--- src/ist_pkg.sv ---
// package: types, constants and state codes for the interval set table
package ist_pkg;
  localparam int MaxIntervals = 16;
  localparam int IdxW = $clog2(MaxIntervals);
  localparam int CntW = $clog2(MaxIntervals + 1);

  typedef enum logic [1:0] {
    FUNC_ADD = 2'd0,
    FUNC_CONTAINS = 2'd1,
    FUNC_CLEAR = 2'd2,
    FUNC_NONE = 2'd3
  } func_t;

  typedef enum logic [1:0] {
    ST_DONE = 2'd0,
    ST_MISS = 2'd1,
    ST_FULL = 2'd2,
    ST_INVALID = 2'd3
  } status_t;

  typedef struct packed {
    logic [1:0] func;
    logic signed [31:0] range_start;
    logic signed [31:0] range_end;
  } in_beat_t;

  typedef struct packed {
    logic ok;
    logic [1:0] status;
    logic [4:0] entry_count;
  } out_beat_t;

  typedef enum logic [2:0] {
    S_IDLE,
    S_SCAN,
    S_DECIDE,
    S_SHIFT,
    S_RESULT
  } state_t;

  typedef enum logic [1:0] {
    SH_NONE,
    SH_INSERT,
    SH_DELETE
  } shift_t;

  // controller to datapath
  typedef struct packed {
    logic load;
    logic scan_step;
    logic decide;
    logic shift_step;
    logic clear;
  } cmd_t;

  // datapath to controller
  typedef struct packed {
    logic scan_done;
    logic shift_done;
    logic immediate;
  } sts_t;
endpackage

--- src/interval_set_table_top.sv ---
// top level: sorted disjoint interval table with merge
// clear, invalid range or unused code go straight from idle to the result state;
// otherwise the beat passes through the scan, decide and shift states before the result
// one beat in flight at a time; the rate is set by the single-entry scan and shift walk
// synchronous active-low reset empties the table; entry storage is not cleared
module interval_set_table_top (
  input  logic               clk,
  input  logic               rst_n,
  input  logic               in_valid,
  output logic               in_ready,
  input  ist_pkg::in_beat_t  in_data,
  output logic               out_valid,
  input  logic               out_ready,
  output ist_pkg::out_beat_t out_data
);
  import ist_pkg::*;

  cmd_t cmd;
  sts_t sts;

  ist_ctrl u_ctrl (
    .clk(clk), .rst_n(rst_n), .in_valid(in_valid), .in_ready(in_ready),
    .out_valid(out_valid), .out_ready(out_ready), .sts(sts), .cmd(cmd)
  );

  ist_datapath u_dp (
    .clk(clk), .rst_n(rst_n), .in_beat(in_data), .cmd(cmd), .sts(sts), .res(out_data)
  );
endmodule

--- src/ist_datapath.sv ---
// datapath: interval storage, scan compare, insert and delete shifting
module ist_datapath (
  input  logic               clk,
  input  logic               rst_n,
  input  ist_pkg::in_beat_t  in_beat,
  input  ist_pkg::cmd_t      cmd,
  output ist_pkg::sts_t      sts,
  output ist_pkg::out_beat_t res
);
  import ist_pkg::*;

  logic signed [31:0] starts_r [MaxIntervals];
  logic signed [31:0] ends_r [MaxIntervals];
  logic [CntW-1:0] count_r, count_nxt;
  logic [1:0] func_r;
  logic signed [31:0] s_r, e_r;
  logic [CntW-1:0] i_r, i_nxt, p_r, p_nxt;
  logic ovl_r, ovl_nxt, cov_r, cov_nxt;
  logic ok_r, ok_nxt;
  logic [1:0] st_r, st_nxt;
  shift_t sh_r, sh_nxt;
  logic signed [31:0] eprev_r, snext_r, enext_r;
  logic signed [31:0] cs, ce;
  logic [IdxW-1:0] iidx;
  logic left, right;
  logic [IdxW-1:0] pidx, pm1;

  assign iidx = i_r[IdxW-1:0];
  assign cs = starts_r[iidx];
  assign ce = ends_r[iidx];
  assign pidx = p_r[IdxW-1:0];
  assign pm1 = pidx - 1'b1;

  assign sts.scan_done = (i_r >= count_r) ||
    (func_r == FUNC_ADD && ovl_r) || (func_r == FUNC_CONTAINS && cov_r);
  assign sts.shift_done = (sh_r == SH_INSERT) ? (i_r <= p_r) :
    (sh_r == SH_DELETE) ? (i_r + 1'b1 >= count_r) : 1'b1;
  assign sts.immediate = (in_beat.func == FUNC_CLEAR) || (in_beat.func == FUNC_NONE) ||
    (in_beat.range_start >= in_beat.range_end);

  assign left = (p_r != '0) && (eprev_r == s_r);
  assign right = (p_r < count_r) && (snext_r == e_r);

  always_comb begin
    i_nxt = i_r;
    p_nxt = p_r;
    ovl_nxt = ovl_r;
    cov_nxt = cov_r;
    ok_nxt = ok_r;
    st_nxt = st_r;
    sh_nxt = sh_r;
    count_nxt = count_r;
    if (cmd.load) begin
      i_nxt = '0;
      p_nxt = '0;
      ovl_nxt = 1'b0;
      cov_nxt = 1'b0;
      sh_nxt = SH_NONE;
      ok_nxt = 1'b0;
      st_nxt = ST_INVALID;
      if (in_beat.func == FUNC_CLEAR) begin
        ok_nxt = 1'b1;
        st_nxt = ST_DONE;
        count_nxt = '0;
      end
    end
    if (cmd.scan_step && !sts.scan_done) begin
      if (s_r < ce && cs < e_r) ovl_nxt = 1'b1;
      if (cs <= s_r && ce >= e_r) cov_nxt = 1'b1;
      if (ce <= s_r) p_nxt = i_r + 1'b1;
      i_nxt = i_r + 1'b1;
    end
    if (cmd.decide) begin
      ok_nxt = 1'b1;
      st_nxt = ST_DONE;
      if (func_r == FUNC_CONTAINS) begin
        if (!cov_r) begin
          ok_nxt = 1'b0;
          st_nxt = ST_MISS;
        end
      end else if (ovl_r) begin
        ok_nxt = 1'b0;
        st_nxt = ST_MISS;
      end else if (left && right) begin
        sh_nxt = SH_DELETE;
        i_nxt = p_r;
      end else if (!left && !right) begin
        if (count_r >= CntW'(MaxIntervals)) begin
          ok_nxt = 1'b0;
          st_nxt = ST_FULL;
        end else begin
          sh_nxt = SH_INSERT;
          i_nxt = count_r;
        end
      end
    end
    if (cmd.shift_step && !sts.shift_done) begin
      if (sh_r == SH_INSERT) i_nxt = i_r - 1'b1;
      else i_nxt = i_r + 1'b1;
    end
    if (cmd.shift_step && sts.shift_done) begin
      if (sh_r == SH_INSERT) count_nxt = count_r + 1'b1;
      else if (sh_r == SH_DELETE) count_nxt = count_r - 1'b1;
      sh_nxt = SH_NONE;
    end
  end

  always_ff @(posedge clk) begin
    if (!rst_n) begin
      count_r <= '0;
    end else begin
      count_r <= count_nxt;
    end
    i_r <= i_nxt;
    p_r <= p_nxt;
    ovl_r <= ovl_nxt;
    cov_r <= cov_nxt;
    ok_r <= ok_nxt;
    st_r <= st_nxt;
    sh_r <= sh_nxt;
    if (cmd.load) begin
      func_r <= in_beat.func;
      s_r <= in_beat.range_start;
      e_r <= in_beat.range_end;
    end
    // neighbor entries for the merge decision
    if (cmd.scan_step && sts.scan_done) begin
      eprev_r <= ends_r[pm1];
      snext_r <= starts_r[pidx];
      enext_r <= ends_r[pidx];
    end
    if (cmd.decide && func_r == FUNC_ADD && !ovl_r) begin
      if (left && right) ends_r[pm1] <= enext_r;
      else if (left) ends_r[pm1] <= e_r;
      else if (right) starts_r[pidx] <= s_r;
    end
    if (cmd.shift_step) begin
      if (sh_r == SH_INSERT) begin
        if (!sts.shift_done) begin
          starts_r[iidx] <= starts_r[iidx - 1'b1];
          ends_r[iidx] <= ends_r[iidx - 1'b1];
        end else begin
          starts_r[pidx] <= s_r;
          ends_r[pidx] <= e_r;
        end
      end else if (sh_r == SH_DELETE && !sts.shift_done) begin
        starts_r[iidx] <= starts_r[iidx + 1'b1];
        ends_r[iidx] <= ends_r[iidx + 1'b1];
      end
    end
  end

  assign res.ok = ok_r;
  assign res.status = st_r;
  assign res.entry_count = 5'(count_r);
endmodule

--- src/ist_ctrl.sv ---
// controller: sequences scan, decide, shift and result hand-off
module ist_ctrl (
  input  logic           clk,
  input  logic           rst_n,
  input  logic           in_valid,
  output logic           in_ready,
  output logic           out_valid,
  input  logic           out_ready,
  input  ist_pkg::sts_t  sts,
  output ist_pkg::cmd_t  cmd
);
  import ist_pkg::*;

  state_t state_r, state_nxt;

  always_ff @(posedge clk) begin
    if (!rst_n) state_r <= S_IDLE;
    else state_r <= state_nxt;
  end

  always_comb begin
    state_nxt = state_r;
    cmd = '0;
    in_ready = 1'b0;
    out_valid = 1'b0;
    unique case (state_r)
      S_IDLE: begin
        in_ready = 1'b1;
        if (in_valid) begin
          cmd.load = 1'b1;
          state_nxt = sts.immediate ? S_RESULT : S_SCAN;
        end
      end
      S_SCAN: begin
        cmd.scan_step = 1'b1;
        if (sts.scan_done) state_nxt = S_DECIDE;
      end
      S_DECIDE: begin
        cmd.decide = 1'b1;
        state_nxt = S_SHIFT;
      end
      S_SHIFT: begin
        cmd.shift_step = 1'b1;
        if (sts.shift_done) state_nxt = S_RESULT;
      end
      S_RESULT: begin
        out_valid = 1'b1;
        if (out_ready) state_nxt = S_IDLE;
      end
      default: state_nxt = S_IDLE;
    endcase
  end
endmodule
--- config.mk ---
export PLATFORM = sky130hd
export DESIGN_NAME = interval_set_table_top
export DESIGN_NICKNAME = d
export VERILOG_FILES = /design/src/ist_pkg.sv /design/src/interval_set_table_top.sv /design/src/ist_datapath.sv /design/src/ist_ctrl.sv
export SDC_FILE = /design/constraint.sdc
export NUM_CORES = 2
export LEC_CHECK = 0
export BUFFER_PORTS_ARGS = -buffer_cell sky130_fd_sc_hd__buf_4
export CAP_MARGIN = 20
export CELL_PAD_IN_SITES_DETAIL_PLACEMENT = 0
export CELL_PAD_IN_SITES_GLOBAL_PLACEMENT = 1
export CORE_MARGIN = 3
export CORE_UTILIZATION = 60
export DETAILED_ROUTE_END_ITERATION = 8
export GPL_ROUTABILITY_DRIVEN = 0
export PLACE_DENSITY = 0.92
export SETUP_SLACK_MARGIN = 0.3
export SYNTH_ARGS = -nofsm -noshare
export SYNTH_HDL_FRONTEND = slang
export SYNTH_HIERARCHICAL = 1
export SYNTH_SLANG_ARGS = --single-unit
--- constraint.sdc ---
create_clock -name clk -period 17.1 [get_ports clk]
set_input_delay 0.855 -clock clk [delete_from_list [all_inputs] [get_ports clk]]
set_output_delay 0.855 -clock clk [all_outputs]
set_load 0.01 [all_outputs]
==> results.cfg <==
[clocking]
holdBufCountCts = 0
clockBufferDepth = 3
htreeDepth = 4
cts_num_sinks = 1211
ctsResizeCount = 0
postCtsSetupRepairBufs = 0
clock-root-buffer = clkbuf_16
cts.clk_slew.worst_paths_ps = 60
cts_tree = yes
clk_latency_ps = 820
cts_buffers = 137

[routing]
wl_per_cell_um = 38.85
via_per_inst = 8.205
num_vias = 63190
first_pass_iters = 6
ant_nets = 0
first_iter_violations = 10584
routed_wl_um = 299200
post-route-drc-count = 0

[die]
ios = 80
die_w_um = 392.6
rows = 141
die_y_um = 392.6
die-area_um2 = 154100
core_area_um2 = 148000
start_util = 0.6058

[power_and_ir_drop]
power_leakage_nw = 25.90
p_int_mw = 5.223
powerDensity_nw_per_um2 = 71.27
switchingPower_mw = 1.620
vdd_drop_max_mv = 0.08381
clockPowerShare = 0.446
total_power_mw = 6.842
sw_frac_of_total = 0.2367
seqPwrFrac = 0.499
p_comb_frac = 0.055

[timing]
rsz0062_at_grt = false
skew_ps = 36.98
fin_crit_sh = 0.4180
whs_ps = 229.8
period_needed_ps = 7148
hold_viol_final = 0
relSlewSlack = 0.1682
setup_tns_ps = 0
worst_slew_pin_slew_ps = 1248
maxSlewViolCount = 0
setup_violations = 0
worst_slack_ps = 9952
max_freq_mhz = 139.9

[grt]
grt_pass1_vias = 62620
antenna_found_initial = 16
grt_start_max_net_pins = 167
track_usage = 0.3918
grt_pass1_wl_um = 430600
grt_overflow = 0

[worst_setup_path]
setup.worst_path.class = flop to flop
required_ps = 17550
end_kind = flop
cp-start-kind = flop
critPathMaxFanout = 57
arrival_ps = 7600
reg2reg_depth = 14
r2r_setup_slack_ps = 9950

[place]
numPlacedInstances = 7412
dp_slack_ps = 9622
hpwl_um = 175600
numPortBuffers = 79

[synth]
netlist_instances = 5956
syn_avg_cell_area_um2 = 15.06
ys_warn_count = 6
syn_area_um2 = 89670
synth_fp_nets = 6216

[status]
status = finished clean

[worst_hold_path]
hold_path_class = input pin to flop
hold_depth = 1

[job]
maxCapViolCount = 0

[finish]
stdcell_count = 7701
fill_cells = 10047
layout-drive-gt1-share = 0.3527
syn_to_final_growth_pct = 7.056
nNetsFinal = 5908
area by class of cell:
type / count / area, um2 / share of cell area
multi-input cells: 3942 / 50440 / 0.5254
clock buffers: 170 / 3730 / 0.03885
diodes: 10 / 25.02 / 0.0002607
well taps: 1930 / 2415 / 0.02515
flip-flops and latches: 1211 / 36170 / 0.3768
inverters: 124 / 470.5 / 0.004900
clock inverters: 82 / 849.6 / 0.008849
repair buffers: 232 / 1903 / 0.01982
critical path, stage by stage (launching register included):
cell      delay, ps
dfxtp_4         940
buf_4           850
ha_1            680
nand2_1         180
xnor2_1         340
ha_1            320
a211oi_1        290
o21a_1          300
nand2_1          70
o21ai_0         120
nand2_1         350
nor2_4          180
buf_4           820
a21o_2          790
buf_4           500
final timing paths:
path,from,endpoint
hold / removal,in_data[12],u_dp/e_r[12]
setup reg to reg,u_dp/i_r[0],u_dp/ends_r[2][2]
setup / recovery,u_dp/i_r[0],u_dp/ends_r[2][2]
hold reg to reg,u_dp/ovl_r,u_dp/ovl_r
registers in the layout (all words and copies together) (netlist names), 32 cells and up:
register       count
u_dp/snext_r      32
u_dp/starts_r    512
u_dp/ends_r      512
u_dp/e_r          32
u_dp/eprev_r      32
u_dp/s_r          32
u_dp/enext_r      32
through the flow:
| stage | utilization | area [um2] |
|---|---|---|
| global route | 0.6484 | 95980 |
| CTS | 0.6464 | 95670 |
| finish | 0.6486 | 96000 |
| global placement | 0.6148 | 91000 |
| detailed placement | 0.6154 | 91090 |
| floorplan | - | 89670 |
cell usage in the layout (no fill, tap or decap), types with 19 or more instances in the layout:
cell type  instances
a21o_1            48
a21oi_1           56
buf_4            219
clkbuf_1          22
clkbuf_16        143
clkinv_1          21
clkinv_2          27
edfxtp_1        1189
ha_1             188
inv_1            123
mux2i_1          595
mux2i_2           21
mux4_2          1439
nand2_1          602
nand3_1           19
nand4_1           37
nor2_1            37
o21ai_0          538
o21ai_2           32
xnor2_1           38
xor2_1            33
layer usage:
metal / wire length (um) / track usage / up-vias
li1: - / - / 24090
met1: 88650 / 0.4619 / 31347
met2: 133800 / 0.5805 / 6237
met3: 51430 / 0.1721 / 1504
met4: 24870 / 0.2664 / 12
met5: 410 / 0.01786 / -
power by group through the flow:
| stage | Sequential (mW) | Clock [mW] | Combinational (mW) |
|---|---|---|---|
| floorplan | 3.38 | 0 | 0.272 |
| global placement | 3.46 | 0 | 0.339 |
| detailed placement | 3.46 | 0 | 0.358 |
| CTS | 3.40 | 3.06 | 0.361 |
| global route | 3.41 | 3.17 | 0.419 |
| finish | 3.41 | 3.05 | 0.378 |
Note: power is estimated with default switching activity, not from simulation.
